## src/rtl/linear_classifier_error_counter_macros.svh

```systemverilog
// Assertion macros shared by the classifier RTL files.
`ifndef LINEAR_CLASSIFIER_ERROR_COUNTER_MACROS_SVH
`define LINEAR_CLASSIFIER_ERROR_COUNTER_MACROS_SVH

// The consequent must hold in the same cycle as the antecedent.
`define LCEC_ASSERT_NOW(lbl, clk_s, rst_s, ante, cons, msg) \
  lbl: assert property (@(posedge clk_s) disable iff (rst_s) (ante) |-> (cons)) \
    else $error(msg);

// The consequent must hold in the cycle after the antecedent.
`define LCEC_ASSERT_NEXT(lbl, clk_s, rst_s, ante, cons, msg) \
  lbl: assert property (@(posedge clk_s) disable iff (rst_s) (ante) |=> (cons)) \
    else $error(msg);

`endif

```

## src/rtl/lcec_pkg.sv

```systemverilog
// Types and constants shared by the linear classifier error counter.
package lcec_pkg;

  // Default depth of the weight store.
  localparam int MAX_FEATURES_DEF = 1024;

  // Field widths.
  localparam int IDX_W   = 10;
  localparam int VAL_W   = 32;
  localparam int ACC_W   = 64;
  localparam int CNT_W   = 32;
  localparam int IN_DW   = 48;
  localparam int OUT_DW  = 136;

  // Depth of the queue between the front and back parts.
  localparam int QUEUE_DEPTH = 4;
  localparam int QPTR_W      = 2;
  localparam int QCNT_W      = 3;

  // Command codes carried on tuser.
  typedef enum logic [1:0] {
    CMD_LOAD    = 2'd0,
    CMD_FEATURE = 2'd1,
    CMD_CLEAR   = 2'd2
  } cmd_t;

  // One word handed from the front part to the back part.
  typedef struct packed {
    logic               clear;
    logic               in_range;
    logic [VAL_W-1:0]   weight;
    logic [VAL_W-1:0]   operand;
    logic               label;
    logic               last;
  } q_entry_t;

endpackage

```

## src/rtl/lcec_back.sv

```systemverilog
// Back part: multiply, accumulate, threshold compare and confusion counters.
`include "linear_classifier_error_counter_macros.svh"
module lcec_back (
  input  logic                          clk,
  input  logic                          rst,
  input  logic                          q_empty,
  input  lcec_pkg::q_entry_t            q_head,
  output logic                          pop,
  input  logic [lcec_pkg::VAL_W-1:0]    threshold,
  output logic                          m_tvalid,
  input  logic                          m_tready,
  // m_tdata: predicted_label [0], prediction_correct [1], true_positive_count [33:2],
  //          true_negative_count [65:34], false_positive_count [97:66],
  //          false_negative_count [129:98], zero pad
  output logic [lcec_pkg::OUT_DW-1:0]   m_tdata
);

  localparam logic [lcec_pkg::ACC_W-1:0] ACC_MAX = {1'b0, {(lcec_pkg::ACC_W-1){1'b1}}};
  localparam logic [lcec_pkg::ACC_W-1:0] ACC_MIN = {1'b1, {(lcec_pkg::ACC_W-1){1'b0}}};

  logic adv;

  // Multiply stage.
  logic signed [lcec_pkg::VAL_W-1:0] w_s;
  logic signed [lcec_pkg::VAL_W-1:0] op_s;
  logic signed [lcec_pkg::ACC_W-1:0] prod_c;
  logic                              s1_valid;
  logic                              s1_clear;
  logic                              s1_label;
  logic                              s1_last;
  logic [lcec_pkg::ACC_W-1:0]        s1_prod;

  // Accumulate stage.
  logic [lcec_pkg::ACC_W-1:0]        acc;
  logic [lcec_pkg::ACC_W-1:0]        raw_sum;
  logic [lcec_pkg::ACC_W-1:0]        sat_sum;
  logic                              ovf;
  logic                              s2_valid;
  logic                              s2_clear;
  logic                              s2_label;
  logic [lcec_pkg::ACC_W-1:0]        s2_sum;

  // Compare stage.
  logic [lcec_pkg::ACC_W-1:0]        thr64;
  logic                              s3_valid;
  logic                              s3_clear;
  logic                              s3_label;
  logic                              s3_pred;

  // Counter and output stage.
  logic [lcec_pkg::CNT_W-1:0]        tp;
  logic [lcec_pkg::CNT_W-1:0]        tn;
  logic [lcec_pkg::CNT_W-1:0]        fp;
  logic [lcec_pkg::CNT_W-1:0]        fn;
  logic                              out_pred;
  logic                              out_correct;

  // The whole back pipeline moves while the output word is free or being taken.
  assign adv = !m_tvalid || m_tready;
  assign pop = adv && !q_empty;

  assign w_s    = q_head.weight;
  assign op_s   = q_head.operand;
  assign prod_c = w_s * op_s;

  always_ff @(posedge clk) begin
    if (rst) begin
      s1_valid <= 1'b0;
    end else if (adv) begin
      s1_valid <= pop;
    end
  end

  always_ff @(posedge clk) begin
    if (adv) begin
      s1_clear <= q_head.clear;
      s1_label <= q_head.label;
      s1_last  <= q_head.last;
      s1_prod  <= q_head.in_range ? prod_c : '0;
    end
  end

  // Saturating add into the accumulator; a finished point hands its sum on.
  assign raw_sum = acc + s1_prod;
  assign ovf     = (acc[lcec_pkg::ACC_W-1] == s1_prod[lcec_pkg::ACC_W-1]) &&
                   (raw_sum[lcec_pkg::ACC_W-1] != acc[lcec_pkg::ACC_W-1]);
  assign sat_sum = ovf ? (acc[lcec_pkg::ACC_W-1] ? ACC_MIN : ACC_MAX) : raw_sum;

  always_ff @(posedge clk) begin
    if (rst) begin
      acc      <= '0;
      s2_valid <= 1'b0;
    end else if (adv) begin
      s2_valid <= s1_valid && (s1_clear || s1_last);
      if (s1_valid) begin
        if (s1_clear || s1_last) begin
          acc <= '0;
        end else begin
          acc <= sat_sum;
        end
      end
    end
  end

  always_ff @(posedge clk) begin
    if (adv) begin
      s2_clear <= s1_clear;
      s2_label <= s1_label;
      s2_sum   <= sat_sum;
    end
  end

  // Signed compare with the threshold widened to Q32.32.
  assign thr64 = {{16{threshold[lcec_pkg::VAL_W-1]}}, threshold, 16'd0};

  always_ff @(posedge clk) begin
    if (rst) begin
      s3_valid <= 1'b0;
    end else if (adv) begin
      s3_valid <= s2_valid;
    end
  end

  always_ff @(posedge clk) begin
    if (adv) begin
      s3_clear <= s2_clear;
      s3_label <= s2_label;
      s3_pred  <= ($signed(s2_sum) > $signed(thr64));
    end
  end

  // Confusion counters saturate at all ones; a clear zeroes them.
  always_ff @(posedge clk) begin
    if (rst) begin
      tp       <= '0;
      tn       <= '0;
      fp       <= '0;
      fn       <= '0;
      m_tvalid <= 1'b0;
    end else if (adv) begin
      m_tvalid <= s3_valid && !s3_clear;
      if (s3_valid) begin
        if (s3_clear) begin
          tp <= '0;
          tn <= '0;
          fp <= '0;
          fn <= '0;
        end else begin
          case ({s3_pred, s3_label})
            2'b11:   tp <= (&tp) ? tp : tp + 1'b1;
            2'b00:   tn <= (&tn) ? tn : tn + 1'b1;
            2'b10:   fp <= (&fp) ? fp : fp + 1'b1;
            default: fn <= (&fn) ? fn : fn + 1'b1;
          endcase
        end
      end
    end
  end

  always_ff @(posedge clk) begin
    if (adv) begin
      out_pred    <= s3_pred;
      out_correct <= (s3_pred == s3_label);
    end
  end

  assign m_tdata = {6'd0, fn, fp, tn, tp, out_correct, out_pred};

  `LCEC_ASSERT_NEXT(a_clear_zeroes, clk, rst, adv && s3_valid && s3_clear, (tp == '0) && (tn == '0) && (fp == '0) && (fn == '0), "counters not zero after clear")
  `LCEC_ASSERT_NEXT(a_counts_grow, clk, rst, adv && s3_valid && !s3_clear, (tp >= $past(tp)) && (tn >= $past(tn)) && (fp >= $past(fp)) && (fn >= $past(fn)), "counter went down without clear")

endmodule

```

## config.mk

```make
export PLATFORM = sky130hd
export DESIGN_NAME = lcec_back
export DESIGN_NICKNAME = d
export VERILOG_FILES = /design/src/rtl/lcec_pkg.sv /design/src/rtl/lcec_back.sv
export VERILOG_INCLUDE_DIRS = /design/src /design/src/rtl
export SDC_FILE = /design/constraint.sdc
export NUM_CORES = 2
export LEC_CHECK = 0
export BUFFER_PORTS_ARGS = -buffer_cell sky130_fd_sc_hd__buf_2
export CAP_MARGIN = 20
export CORE_AREA = 10 10 347 349
export CTS_CLUSTER_DIAMETER = 120
export DETAILED_ROUTE_END_ITERATION = 12
export DIE_AREA = 0 0 357 359
export PLACE_DENSITY = 0.74
export RECOVER_POWER = 25
export SLEW_MARGIN = 20
export SYNTH_ARGS = -nofsm -noshare
export SYNTH_HDL_FRONTEND = slang
export SYNTH_SLANG_ARGS = --single-unit
```

## constraint.sdc

```tcl
create_clock -name clk -period 12.08 [get_ports clk]
set_input_delay 2.416 -clock clk [delete_from_list [all_inputs] [get_ports clk]]
set_output_delay 2.416 -clock clk [all_outputs]
set_load 0.02 [all_outputs]
```

# Yosys cells after proc, flatten, opt, wreduce, memory -nomap -nowiden
# Index checks and enable logic that the tools add are counted.
[totals]
regBits = 334
[classes]
n_reduce_logical = 23
n_addsub = 5
n_lt_le_gt_ge = 1
n_eq_ne = 10
multipliers = 1
mux = 15
[op_table]
columns = ["op", "n"]
rows = [
  ["$mux 32", 12],
  ["$mux 64", 3],
  ["$add 32x1->32 const B", 4],
  ["$reduce_and 32->1", 4],
  ["$add 64x64->64", 1],
  ["$gt 64x48->1", 1],
  ["$mul 32x32->64", 1],
  ["$reduce_and 4->1", 4],
  ["$ne 2x2->1 const B", 4],
  ["$reduce_bool 2->1", 3],
  ["$eq 2x2->1 const B", 2],
  ["$logic_and 1x1->1", 4],
  ["$logic_not 1->1", 3],
  ["$reduce_or 3->1", 1],
  ["$eq 1x1->1", 2],
  ["$logic_not 2->1", 1],
  ["$logic_or 1x1->1", 2],
  ["$ne 2x1->1 const B", 1],
  ["$reduce_and 2->1", 1],
  ["$ne 1x1->1", 1],
]

# Longest topological paths before layout
[logic_depth]
word_depth = 5
ltp_mapped = 29

# Worst setup path before layout
# OpenSTA, ideal clock, no wires.
[synth_path]
path_kind = "input-to-reg"
start = "in q_head[65] (netlist bit)"
end = "reg s1_prod[63] (netlist bit), data pin"
slack_ns = 2.076
n_path_buf = 2
required_ns = 11.814
arrival_time_ns = 9.738
cell_stages = 29
cell_sequence = "clkbuf_1 -> nand2_1 -> inv_1 -> fa_1 -> inv_1 -> fa_1 -> inv_1 -> fa_1 -> fa_1 -> inv_1 -> fa_1 -> inv_1 -> fa_1 -> inv_1 -> fa_1 -> inv_1 -> fa_1 -> ha_1 -> clkbuf_1 -> a21o_1 -> a21o_1 -> a21oi_1 -> o21bai_1 -> a21o_1 -> a21o_1 -> a221o_1 -> a31oi_1 -> xnor2_1 -> nor2_1"
[synth_between]
elab_chain_len = 1
[synth_lines]
columns = ["item", "line", "rtl"]
rows = [
  ["start, declared", "lcec_back.sv:7", "input lcec_pkg::q_entry_t q_head,"],
  ["$mul 32x32->64", "lcec_back.sv:64", "assign prod_c = w_s * op_s;"],
  ["end signal, assigned", "lcec_back.sv:79", "s1_prod <= q_head.in_range ? prod_c : '0;"],
  ["end, declared", "lcec_back.sv:31", "logic [lcec_pkg::ACC_W-1:0] s1_prod;"],
]
# Every way passes these cells.
# A chain may end at the register's enable or synchronous reset.

# Worst setup path in the final report
# Same ends and word-level chain as after synthesis.

==> run metrics <==
grt met2 use=0.387; Cell variety after synth=86; fin nets=~7300; Min Clock Period, post-route=10.35 ns; asr flop ratio synth=0; antenna violations before repair=12; WL/cell=20.2 um; #FFs+latches synth=about 330; IO Port Bufs=235; top post-synthesis cells by count=inv_1, fa_1, nand2_1; CP Launch Type=primary input; via count=40100; hold path startpoint=s2_label; Reg2Reg Depth=9; synth top area cells=fa_1, edfxtp_1, inv_1; clk sink count=334; total die area=about 130000 sq um; count of final setup violators=0; GPL Wtd Cong=approximately 0.94; Post-CTS Hold Buffers=0; via density per instance=5.42; ratio of cells with drive above 1 in the final layout=0.0551; post-cts gate resize count=0; Fmax=between 90 and 100 MHz; ANT nets after route=0; WP data required=12.34 ns; first-pass detailed-route iteration total=6; M3 GR Usage=0.0528; final hold vios=0; r2r setup slk=4.38 ns; met1 usage=0.299; first-pass GRT wire length=roughly 240000 um; Routed WL=149000 um; worst hold stages=0; Initial Utilization=0.476; Yosys Warn Count=0; max-cap check violation count=2; worst-margin pin slew=3.70 ns; Synth top area share=0.402; Max Root-Sink Buffers=3; fillers=10500; Worst Clk Skew=0.0264 ns; worst min path class=register to register; Seq/Total Area, Yosys=0.149; core area=114000 sq um; Mapped Area=54000 sq um; GRT Util Overall=0.233; Setup Fix Bufs, Post-CTS=0; Primary FF master, synth=dfxtp_1; Synth area leader=fa_1; drt drc=0; cells after synthesis=5828; FF-to-FF Start=m_tvalid; pin count of the biggest net entering global routing=90; footprint of the multi-input gates=40800 sq um; Cell Rows=approximately 120; CP endpoint kind=register; Clock Latency Late Sink=between 0.5 and 0.6 ns; Inserted Clock Buffers=35; Final HPWL DP=117000 um; Clock Root Buffer=clkbuf_16; synth-to-layout area growth=6.24%; worst-path fanout max=32; Slew headroom=-1.48; grt ovf=0; final setup TNS=0 ns; most common cell in the netlist=inv_1; CTS tree=done; vias in the first global route=43400; clock-pin slew on the worst setup and hold paths=0.06 ns; sequential cell area=8070 sq um; die width=~360 um; syn_area_per_cell=a little over 9 sq um; status=finished, violations left; Setup CP Type=primary input to register; crit share post-route=0.857; H-tree Lvls=2; crit path DAT=between 10 and 15 ns; GRT busiest layer=met2; failing checks=capacitance limit, slew limit; max-slew violations=123; Hold Path End=s3_label; Post-synth EDFFs=138; IO Count=roughly 240; Iter 0 DRT Violations=3151; chip height=around 360 um; RSZ-0062 raised after global routing=no; r2r endpoint=acc[43]
## layout make-up
| cell class | instances | area share |
|---|---|---|
| tap | 1512 | 0.0330 |
| sequential | 334 | 0.141 |
| clock inverter | 16 | 0.00264 |
| clock buffer | 45 | 0.0177 |
| timing repair buffer | 273 | 0.0242 |
| inverter | 1089 | 0.0712 |
| antenna | 14 | 0.000610 |
| multi-input combinational | 4106 | 0.710 |
## worst max-delay path, cell delays in order
cell	delay (ns)
buf_2	0.48
nand2_1	0.24
inv_1	0.13
fa_1	0.39
inv_1	0.24
fa_1	0.46
inv_1	0.21
fa_1	0.49
fa_1	0.86
inv_1	0.39
fa_1	0.58
inv_1	0.05
fa_1	0.52
inv_1	0.05
fa_1	0.48
inv_1	0.05
fa_1	0.45
ha_1	0.41
a21o_1	0.22
a21o_1	0.17
a21oi_1	0.18
o21bai_1	0.08
a21o_1	0.17
a21o_1	0.17
a221o_1	0.34
a31oi_1	0.17
xnor2_1	0.14
nor2_1	0.05
## metrics by stage
stage	area (sq um)	hold WS (ns)	worst slack (ns)	instances	utilization
floorplan	54000	0.400	2.08	5833	-
global placement	56300	0.403	1.25	7314	0.495
detailed placement	56300	0.406	1.17	7314	0.495
CTS	57400	0.422	1.74	7375	0.506
global route	57400	0.441	1.20	7376	0.505
finish	57400	0.420	1.73	7389	0.505
## sequential cells by signal (all words and copies together), names as in the netlist
register,cells
acc,64
out_pred,1
s2_sum,64
s3_clear,1
s1_clear,1
tp,32
fn,32
s2_label,1
fp,32
s1_prod,64
s3_valid,1
s2_valid,1
s1_valid,1
tn,32
s2_clear,1
m_tvalid,1
s3_label,1
s1_label,1
out_correct,1
s1_last,1
s3_pred,1
## placed cells by master (no fill, tap or decap), types with 8 or more instances in the layout
cell type     n
a211oi_1     10
a21o_1       84
a21oi_1     182
a22o_1       10
a22oi_1      23
a31oi_1      29
and2_1      509
and3_1       35
and4_1       22
buf_2       177
buf_4        38
clkbuf_1     61
clkbuf_16    38
dfxtp_1     196
diode_2      14
edfxtp_1    138
fa_1       1084
ha_1        303
inv_1      1086
nand2_1     692
nand2b_1     31
nand3_1      63
nand4_1      70
nor2_1      344
nor2b_1      19
nor3_1       29
nor4_1       20
o211ai_1     13
o21a_1       18
o21ai_0     102
o21ai_1      11
o21bai_1     22
o31ai_1       8
or3_1        18
xnor2_1     100
xor2_1      134
## per-layer routing
metal | part of all wire | routed length [um]
met3 | 0.093 | 13900
met4 | 0.038 | 5700
met5 | 0.00070 | 104
met2 | 0.47 | 70100
met1 | 0.40 | 59600
## worst max-delay path by stage
stage,start,end,slack (ns)
floorplan,q_head[65],s1_prod[63],2.08
global placement,q_head[65],s1_prod[63],1.25
detailed placement,q_head[65],s1_prod[63],1.17
CTS,q_head[65],s1_prod[63],1.74
global route,q_head[65],s1_prod[63],1.20
finish,q_head[65],s1_prod[63],1.73
## cell families after synthesis
family,count (synthesis),share of synthesized area
AO/OA/AOI/OAI,598,0.0731
XOR/XNOR,234,0.0379
adder cells (fa/ha/maj),1387,0.472
buffers and inverters,1393,0.0976
flip-flops,334,0.149
multiplexers,8,0.00151
other,1,0.0000694
AND/OR/NAND/NOR,1873,0.169
Power is not shown: default switching activity piles up to over one toggle a cycle in this logic, so the estimate is an artifact.
