## config.mk

```make
export PLATFORM = sky130hd
export DESIGN_NAME = lcec_fifo
export DESIGN_NICKNAME = d
export VERILOG_FILES = /design/src/rtl/lcec_pkg.sv /design/src/rtl/lcec_fifo.sv
export VERILOG_INCLUDE_DIRS = /design/src /design/src/rtl
export SDC_FILE = /design/constraint.sdc
export NUM_CORES = 1
export LEC_CHECK = 0
export BUFFER_PORTS_ARGS = -buffer_cell sky130_fd_sc_hd__buf_4
export CAP_MARGIN = 10
export CORE_AREA = 5 5 128 191
export DETAILED_ROUTE_END_ITERATION = 8
export DIE_AREA = 0 0 133 196
export GPL_ROUTABILITY_DRIVEN = 0
export PLACE_DENSITY = 0.75
export SETUP_SLACK_MARGIN = 0.5
export SYNTH_ARGS = -nofsm -noshare
export SYNTH_HDL_FRONTEND = slang
export SYNTH_SLANG_ARGS = --single-unit
```

## constraint.sdc

```tcl
create_clock -name clk -period 3.3 [get_ports clk]
set_clock_uncertainty 0.2 [all_clocks]
set_input_delay 0.33 -clock clk [delete_from_list [all_inputs] [get_ports clk]]
set_output_delay 0.33 -clock clk [all_outputs]
set_load 0.05 [all_outputs]
```

## src/rtl/linear_classifier_error_counter_macros.svh

```systemverilog
// Assertion macros shared by the classifier RTL files.
`ifndef LINEAR_CLASSIFIER_ERROR_COUNTER_MACROS_SVH
`define LINEAR_CLASSIFIER_ERROR_COUNTER_MACROS_SVH

// The consequent must hold in the same cycle as the antecedent.
`define LCEC_ASSERT_NOW(lbl, clk_s, rst_s, ante, cons, msg) \
  lbl: assert property (@(posedge clk_s) disable iff (rst_s) (ante) |-> (cons)) \
    else $error(msg);

// The consequent must hold in the cycle after the antecedent.
`define LCEC_ASSERT_NEXT(lbl, clk_s, rst_s, ante, cons, msg) \
  lbl: assert property (@(posedge clk_s) disable iff (rst_s) (ante) |=> (cons)) \
    else $error(msg);

`endif

```

## src/rtl/lcec_pkg.sv

```systemverilog
// Types and constants shared by the linear classifier error counter.
package lcec_pkg;

  // Default depth of the weight store.
  localparam int MAX_FEATURES_DEF = 1024;

  // Field widths.
  localparam int IDX_W   = 10;
  localparam int VAL_W   = 32;
  localparam int ACC_W   = 64;
  localparam int CNT_W   = 32;
  localparam int IN_DW   = 48;
  localparam int OUT_DW  = 136;

  // Depth of the queue between the front and back parts.
  localparam int QUEUE_DEPTH = 4;
  localparam int QPTR_W      = 2;
  localparam int QCNT_W      = 3;

  // Command codes carried on tuser.
  typedef enum logic [1:0] {
    CMD_LOAD    = 2'd0,
    CMD_FEATURE = 2'd1,
    CMD_CLEAR   = 2'd2
  } cmd_t;

  // One word handed from the front part to the back part.
  typedef struct packed {
    logic               clear;
    logic               in_range;
    logic [VAL_W-1:0]   weight;
    logic [VAL_W-1:0]   operand;
    logic               label;
    logic               last;
  } q_entry_t;

endpackage

```

## src/rtl/lcec_fifo.sv

```systemverilog
// Short queue that decouples the front part from the back part.
`include "linear_classifier_error_counter_macros.svh"
module lcec_fifo (
  input  logic                clk,
  input  logic                rst,
  input  logic                push,
  input  lcec_pkg::q_entry_t  push_data,
  output logic                full,
  input  logic                pop,
  output lcec_pkg::q_entry_t  head,
  output logic                empty
);

  lcec_pkg::q_entry_t                entries [lcec_pkg::QUEUE_DEPTH];
  logic [lcec_pkg::QPTR_W-1:0]       wptr;
  logic [lcec_pkg::QPTR_W-1:0]       rptr;
  logic [lcec_pkg::QCNT_W-1:0]       count;

  assign full  = (count == lcec_pkg::QCNT_W'(lcec_pkg::QUEUE_DEPTH));
  assign empty = (count == '0);
  assign head  = entries[rptr];

  // Storage.
  always_ff @(posedge clk) begin
    if (push) begin
      entries[wptr] <= push_data;
    end
  end

  // Pointers and fill level.
  always_ff @(posedge clk) begin
    if (rst) begin
      wptr  <= '0;
      rptr  <= '0;
      count <= '0;
    end else begin
      if (push) begin
        wptr <= wptr + 1'b1;
      end
      if (pop) begin
        rptr <= rptr + 1'b1;
      end
      case ({push, pop})
        2'b10:   count <= count + 1'b1;
        2'b01:   count <= count - 1'b1;
        default: count <= count;
      endcase
    end
  end

  `LCEC_ASSERT_NOW(a_no_overflow, clk, rst, push, !full, "queue written while full")
  `LCEC_ASSERT_NOW(a_no_underflow, clk, rst, pop, !empty, "queue read while empty")

endmodule

```

---- Yosys cells after proc, flatten, opt, wreduce, memory -nomap -nowiden ----
Memories as Yosys holds them, arrays and structs flattened. A register that Yosys moved wholly into a read port is not among the register bits.
Index checks and enable logic that the tools add are counted.
word-level totals
  flip-flop bits (word level) ............. 7
  bits in latches ......................... 0
  memory bits (writable) .................. 272
  memory bits (read-only) ................. 0
  input port bits ......................... 72
  output and inout port bits .............. 70
  word-level logic and storage cells ...... 18
  memories kept ........................... 1
operators by class
  add/sub/neg operators ................... 4
  multipliers ............................. 0
  div/mod/pow operators ................... 0
  order comparisons ....................... 0
  equal/unequal tests ..................... 3
  shift-type cells ........................ 0
  mux-type cells .......................... 5
  bitwise gates (word level) .............. 0
  reductions and logical operators ........ 2
memories
  memory   words  width  rd ports  clocked after Yosys merged registers in  wr ports  line             text
  entries  4      68     1         1                                        1         lcec_fifo.sv:14  lcec_pkg::q_entry_t entries [lcec_pkg::QUEUE_DEPTH];
operator list
  kind                                                                 number
  3-bit one-hot mux with 2 select lines                                1
  2-bit by 1-bit adder with 2-bit output (second input constant)       2
  2-bit two-way mux                                                    2
  3-bit by 1-bit adder with 3-bit output (second input constant)       1
  3-bit == test (second input constant)                                1
  3-bit logical NOT                                                    1
  3-bit by 1-bit subtractor with 3-bit output (second input constant)  1
  2-bit by 1-bit == test with 1-bit output (second input constant)     1
  2-bit == test (second input constant)                                1
  1-bit two-way mux                                                    2
  2-bit nonzero test                                                   1

---- Longest topological paths before layout ----
Gate-level depths: netlist of the first run.
  depth after elaboration ................. 3
  depth in mapped cells ................... 7
  gate-level depth less buffers ........... 7

---- Worst setup path after synthesis of the first run ----
Ideal clock, no wire load.
  path type ............................... register to register
  start ................................... reg wptr[0] in the netlist's numbering
  end ..................................... mem entries[0][0] in the netlist's numbering, enable pin
  setup time .............................. 0.433 ns
  arrival ................................. 2.137 ns
  data required time ...................... 2.667 ns
  slack ................................... 0.529 ns
  stages on the path, launching flop included .. 4
  buffers on the path ..................... 0
  period minus slack after synthesis ...... 2.771 ns
  path through ............................ dfxtp_1 > inv_1 > ha_1 > and2_1
RTL lines
  element                 line             text
  from (decl)             lcec_fifo.sv:15  logic [lcec_pkg::QPTR_W-1:0] wptr;
  from (signal assigned)  lcec_fifo.sv:38  wptr <= wptr + 1'b1;
  to (decl)               lcec_fifo.sv:14
Straight into the memory's write port.

==> results of run 1 <==
through the flow:
stage	util, %	hold slack (ps)	setup slack, ps	cells	area [um^2]
finish	58.3	336	745	934	13200
global route	58.3	334	655	934	13200
CTS	58.1	331	506	929	13200
detailed placement	51.1	312	879	811	11600
global placement	51.1	276	906	811	11600
floorplan	-	229	529	403	10300
power by group:
part	total, W	internal [W]	switching [W]
clock	0.00291	0.00168	0.00124
sequential	0.00415	0.00410	0.0000564
combinational	0.00134	0.000512	0.000832
total	0.00841	0.00629	0.00212
path summary, 6_finish.rpt:
path                   from             end  slack, ps  depth (start not counted)
hold reg to reg     rptr[1]         rptr[1]        340                          2
setup reg to reg    wptr[0]  entries[0][62]       1240                          3
setup / recovery  flip-flop        head[60]        740                          3
hold / removal      rptr[1]         rptr[1]        340                          2
timing repair:
action / 4_1_cts / 5_1_grt
setup endpoints to repair: 43 / 39
cloned: 0 / 0
endpoints found under the hold margin: 281 / 0
hold buffers: 72 / 0
pin swaps: 0 / 0
setup buffers: 1 / 3
cell type report:
class / instances / area (um^2) / share of cell area, %
Clock buffer: 29 / 661 / 4.99
Multi-Input combinational cell: 99 / 1770 / 13.4
Sequential cell: 281 / 8360 / 63.1
Antenna cell: 2 / 5.00 / 0.0378
Timing Repair Buffer: 221 / 1910 / 14.4
Tap cell: 280 / 350 / 2.65
Inverter: 6 / 22.5 / 0.170
Clock inverter: 16 / 169 / 1.28
cells in the mapped netlist:
master      n
buf_4       4
or3_1       1
mux2i_1     1
a21oi_1     2
buf_12      3
o21ai_0     1
xor2_1      3
xnor2_1     2
fa_1        1
nor2_1      8
dfxtp_1     9
edfxtp_1  272
buf_6       1
nand2_1     1
buf_2       4
clkbuf_1    5
ha_1        5
and2_1      4
mux4_2     68
nor3_1      1
inv_1       6
and3_1      1
sequential cells by signal, summed over array words and instances (netlist names), named ones only:
name	flops
rptr	2
count	3
wptr	2
entries	272
cells by family (layout without fill, tap and decap cells):
group | Yosys count | in the layout | share of synthesized area, %
muxes | 69 | 69 | 15.0
buffers and inverters | 23 | 272 | 1.58
AOI/OAI and AO/OA | 3 | 3 | 0.146
adders and majority gates | 6 | 6 | 0.804
DFF | 281 | 281 | 81.3
and+or+nand+nor | 16 | 16 | 0.743
other | 0 | 2 | 0
xor gates and xnor gates | 5 | 5 | 0.426
worst reg2reg max path, cell delays in order, from the launching register on:
cell and delay, ps:
dfxtp_1 360, inv_1 100, ha_1 150, and2_4 840
layer usage:
layer / track usage (%) / routed length, um / up-vias
li1: - / - / 2169
met1: 18.1 / 7540 / 2469
met2: 26.7 / 10800 / 132
met3: 3.05 / 973 / 30
met4: 4.20 / 399 / 0
met5: 0 / 0 / -
placed cells by master, fill, tap and decap left out, types with 5 or more instances in the layout:
cell,netlist,layout
dfxtp_1,9,7
edfxtp_1,272,272
nor2_1,8,8
mux4_2,68,68
clkbuf_16,0,25
inv_1,6,6
dlygate4sd3_1,0,72
buf_4,4,144
ha_1,5,5
==> reports/summary.txt, run 1 <==
CTS resizes = 0
GRT Residual Overflow = 0
Outcome = completed
Yosys reg bits = 281
Endpoints failing setup = 0
DR DRC count = 0
RSZ-0062 raised after global routing = false
Clock transition at the registers of the reported paths = 70 ps
CP top delay family = multiplexers
Mapped Cells = 403
Sequential area share after synthesis = 81.3%
Iter 0 DRT Violations = 251
Leak Pwr = 4.51 nW
Die area = 26100 um^2
Nets = 712
Crit Path Class = reg -> out
Root buffer cell = clkbuf_16
Number of library cell types mapped by synthesis = 22
Syn_area_per_cell = 25.5 um^2
CTS tree = built
Clock sinks = 281
Row count = 68
Area delta synth->final = 28.9%
Filler instances = 1584
Top post-synthesis cells by area = edfxtp_1 80%, mux4_2 15%, dfxtp_1 1.8%
# IOs = 142
WP data required = 2770 ps
Worst EP arrival = 2030 ps
Initial core utilization = 45.2%
Largest net degree at the start of global routing = 69
Core Area = 22700 um^2
Total chip power = 0.00841 W
Max incr delay on CP = 580 ps
CP startpoint kind = flip-flop
CP max-delay cell = mux4_2
Global-route wire length before repair = 30.3 mm
Initial antenna violation count = 2
Top cell type by total area after synthesis = edfxtp_1
Post-detailed-route count of antenna-violating nets = 0
Worst-Margin Slew = 1040 ps
TritonCTS buffer count = 25
Crit end category = output pin
Cell area after synthesis = 10300 um^2
Max transition margin = 30.4%
P per Cell Area = 635 nW/um^2
CTS H-Tree Depth = 1
Die Span Y = 196 um
Setup TNS = 0 ps
Die W = 133 um
Crit path buf inv count = 2
CP most frequent cell = buf_4
Synth warn = 0
Maximum VDD drop = 0.421 mV
Final worst path period share = 77.4%
Drt pass-1 iters = 4
Slew Limit Fails = 0
Vias in the first global route = 5367
Via-per-instance ratio = 5.14
Max cap viols = 0
Syn nets = 481
All-Layer GR Usage = 14.8%
Via Count = 4800
I/O Buffers = 141
Critical path fanouts, max = 11
Avg WL per Cell = 21.1 um
Final Hold Viols = 0
Layout cells sized above 1 = 40.3%
Top cell type's share of synthesized area = 79.5%
Final wirelength = 19.7 mm
Worst Hold Class = reg -> reg
CP cell instances = buf_4 -> mux4_2 -> buf_4
HPWL Detailed = 11.4 mm
CTS Buffer Depth = 3
Tmin final = 2560 ps
Worst-Skew Late Latency = 510 ps
Peak Freq = 0.391 GHz
Note: power is estimated with default switching activity, not from simulation.
==> inputs of run 2 (changes only) <==
--- a/config.mk
+++ b/config.mk
@@ -12,7 +12,7 @@
 export DETAILED_ROUTE_END_ITERATION = 8
 export DIE_AREA = 0 0 133 196
 export GPL_ROUTABILITY_DRIVEN = 0
-export PLACE_DENSITY = 0.75
+export PLACE_DENSITY = 0.77
 export SETUP_SLACK_MARGIN = 0.5
 export SYNTH_ARGS = -nofsm -noshare
 export SYNTH_HDL_FRONTEND = slang
==> constraint.sdc (replaced) <==
create_clock -name clk -period 2.2 [get_ports clk]
set_clock_uncertainty 0.2 [all_clocks]
set_input_delay 0.22 -clock clk [delete_from_list [all_inputs] [get_ports clk]]
set_output_delay 0.22 -clock clk [all_outputs]
set_load 0.05 [all_outputs]
==> reports/summary.txt, run 2 (same netlist as run 1, synthesis figures left out) <==
Root buffer cell = clkbuf_16 (unchanged)
Nets = 739 (was 712)
Combinational group share of total power = 18.7% (was 16.0%)
Maximum VDD drop = 0.709 mV (was 0.421 mV)
Largest net degree at the start of global routing = 69 (unchanged)
Die Span Y = 196 um (unchanged)
Core Area = 22700 um^2 (unchanged)
Tmin final = 2370 ps
Post-detailed-route count of antenna-violating nets = 0 (unchanged)
Failing checks = setup timing
Biggest regs = entries x272, count x3 (unchanged)
RSZ-0062 raised after global routing = true (was false)
Drt pass-1 iters = 4 (unchanged)
Max cap viols = 0 (unchanged)
Max transition margin = 83.3% (was 30.4%)
Area delta synth->final = 37.8% (was 28.9%)
Ant. Diodes = 0 (was 2)
Vias in the first global route = 5734 (was 5367)
Multi-input logic area = 1800 um^2 (was 1770 um^2)
Iter 0 DRT Violations = 272 (was 251)
CP startpoint kind = flip-flop (unchanged)
Crit Path Class = reg -> out (unchanged)
P per Cell Area = 923 nW/um^2 (was 635 nW/um^2)
Avg WL per Cell = 23.3 um (was 21.1 um)
Clock transition at the registers of the reported paths = 70 ps (about the same)
CTS tree = built (unchanged)
Largest reg by FF count = entries (unchanged)
Crit end category = output pin (unchanged)
Critical path fanouts, max = 8 (was 11)
# IOs = 142 (unchanged)
DR DRC count = 0 (unchanged)
Initial antenna violation count = 0 (was 2)
WP data required = 1780 ps (was 2770 ps)
Int Power = 0.00980 W (was 0.00629 W)
Worst-Skew Late Latency = 510 ps (about the same)
Via-per-instance ratio = 5.27 (was 5.14)
Sequential cell area = 8360 um^2 (about the same)
Clock sinks = 281 (unchanged)
TritonCTS buffer count = 25 (unchanged)
Setup TNS = -9380 ps (was 0 ps)
Die W = 133 um (unchanged)
Slew Limit Fails = 0 (unchanged)
Leak Pwr = 4.88 nW (was 4.51 nW)
CTS Buffer Depth = 3 (unchanged)
Global-route wire length before repair = 32.8 mm (was 30.3 mm)
CTS H-Tree Depth = 1 (unchanged)
Outcome = finished, violations left (was completed)
Peak Freq = 0.423 GHz
Worst Hold Class = in -> reg (was reg -> reg)
Initial core utilization = 45.2% (unchanged)
Via Count = 5055 (was 4800)
Worst-Margin Slew = 251 ps (was 1040 ps)
Setup slack after layout = -165 ps (was 745 ps)
Filler instances = 1474 (was 1584)
Commonest non-fill, non-tap cell in the layout = edfxtp_1 (unchanged)
Final worst path period share = 108%
Final core area utilization = 62.3% (was 58.3%)
Final wirelength = 22.3 mm (was 19.7 mm)
Endpoints failing setup = 68 (was 0)
Register share of total power = 47.6% (was 49.4%)
Final Hold Viols = 0 (unchanged)
Row count = 68 (unchanged)
Clock Power Share = 33.7% (was 34.6%)
GRT Residual Overflow = 0 (unchanged)
HPWL Detailed = 11.4 mm (about the same)
Worst EP arrival = 1950 ps (was 2030 ps)
I/O Buffers = 141 (unchanged)
Commonest non-fill, non-tap cells in the layout = 272 x edfxtp_1, 76 x dlygate4sd3_1, 75 x buf_4 (was 272 x edfxtp_1, 144 x buf_4, 72 x dlygate4sd3_1)
All-Layer GR Usage = 16.5% (was 14.8%)
Layout cells sized above 1 = 43.6% (was 40.3%)
Largest register FFs = 272 (unchanged)
NetSw = 0.00325 W (was 0.00212 W)
Sw Ratio = 24.9% (was 25.3%)
Die area = 26100 um^2 (unchanged)
-- run 2: cell count changes in the layout (fill, tap and decap cells not counted), moves of 4 or more --
cell / previous run / this run
clkbuf_16: 25 / 31
buf_4: 144 / 75
dfxtp_1: 7 / 3
buf_8: 0 / 5
buf_16: 1 / 12
buf_6: 0 / 67
dlygate4sd3_1: 72 / 76
-- run 2: layer usage --
| layer | wire length [um] | track usage (%) |
|---|---|---|
| met1 | 7980 | 18.2 |
| met2 | 13000 | 32.3 |
| met3 | 1010 | 3.00 |
| met4 | 330 | 4.04 |
| met5 | 0 | 0 |
-- run 2: final timing paths --
check                           startpoint        end  slack [ps]  cells past startpoint
worst max-delay path             flip-flop   head[22]        -170                      4
worst min-delay path                   pop   count[1]          40                      5
worst max register to register    count[1]   count[2]         460                      5
worst min register to register     rptr[1]  flip-flop         340                      2
-- run 2: power groups by stage --
| stage | sequential (W) | clock (W) | combinational [W] |
|---|---|---|---|
| 2_1_floorplan | 0.00630 | 0 | 0.00133 |
| 3_3_place_gp | 0.00630 | 0 | 0.00192 |
| 3_5_place_dp | 0.00632 | 0 | 0.00195 |
| 4_1_cts | 0.00621 | 0.00449 | 0.00238 |
| 5_1_grt | 0.00623 | 0.00473 | 0.00255 |
| 6_report | 0.00622 | 0.00440 | 0.00244 |
-- run 2: area by class of cell --
type	instances	share of cell area, %
Clock buffer	31	4.65
Inverter	6	0.177
Tap cell	280	2.48
Timing Repair Buffer	248	19.6
Multi-Input combinational cell	99	12.8
Sequential cell	281	59.1
Clock inverter	14	1.22
-- run 2: critical path, stage by stage (launching register included) --
cell	delay, ps
dfxtp_4	400
buf_6	150
buf_16	150
mux4_2	550
buf_6	180
-- run 2: through the flow --
| step | std cells | worst slack, ps | power (W) | instance area, um^2 | hold slack (ps) |
|---|---|---|---|---|---|
| floorplan | 403 | 437 | 0.00763 | 10300 | 119 |
| global placement | 816 | 274 | 0.00823 | 11700 | 218 |
| detailed placement | 816 | 255 | 0.00828 | 11700 | 222 |
| CTS | 948 | -211 | 0.0131 | 13900 | 4.64 |
| global route | 959 | -244 | 0.0135 | 14100 | 89.4 |
| finish | 959 | -165 | 0.0131 | 14100 | 41.8 |
-- run 2: what timing repair did --
action	CTS	global route
pin swaps	1	3
hold buffers	75	1
cloned	7	6
setup buffers	5	4
gates resized for setup	94	10
setup endpoints to repair	84	240
hold endpoints to repair	281	1
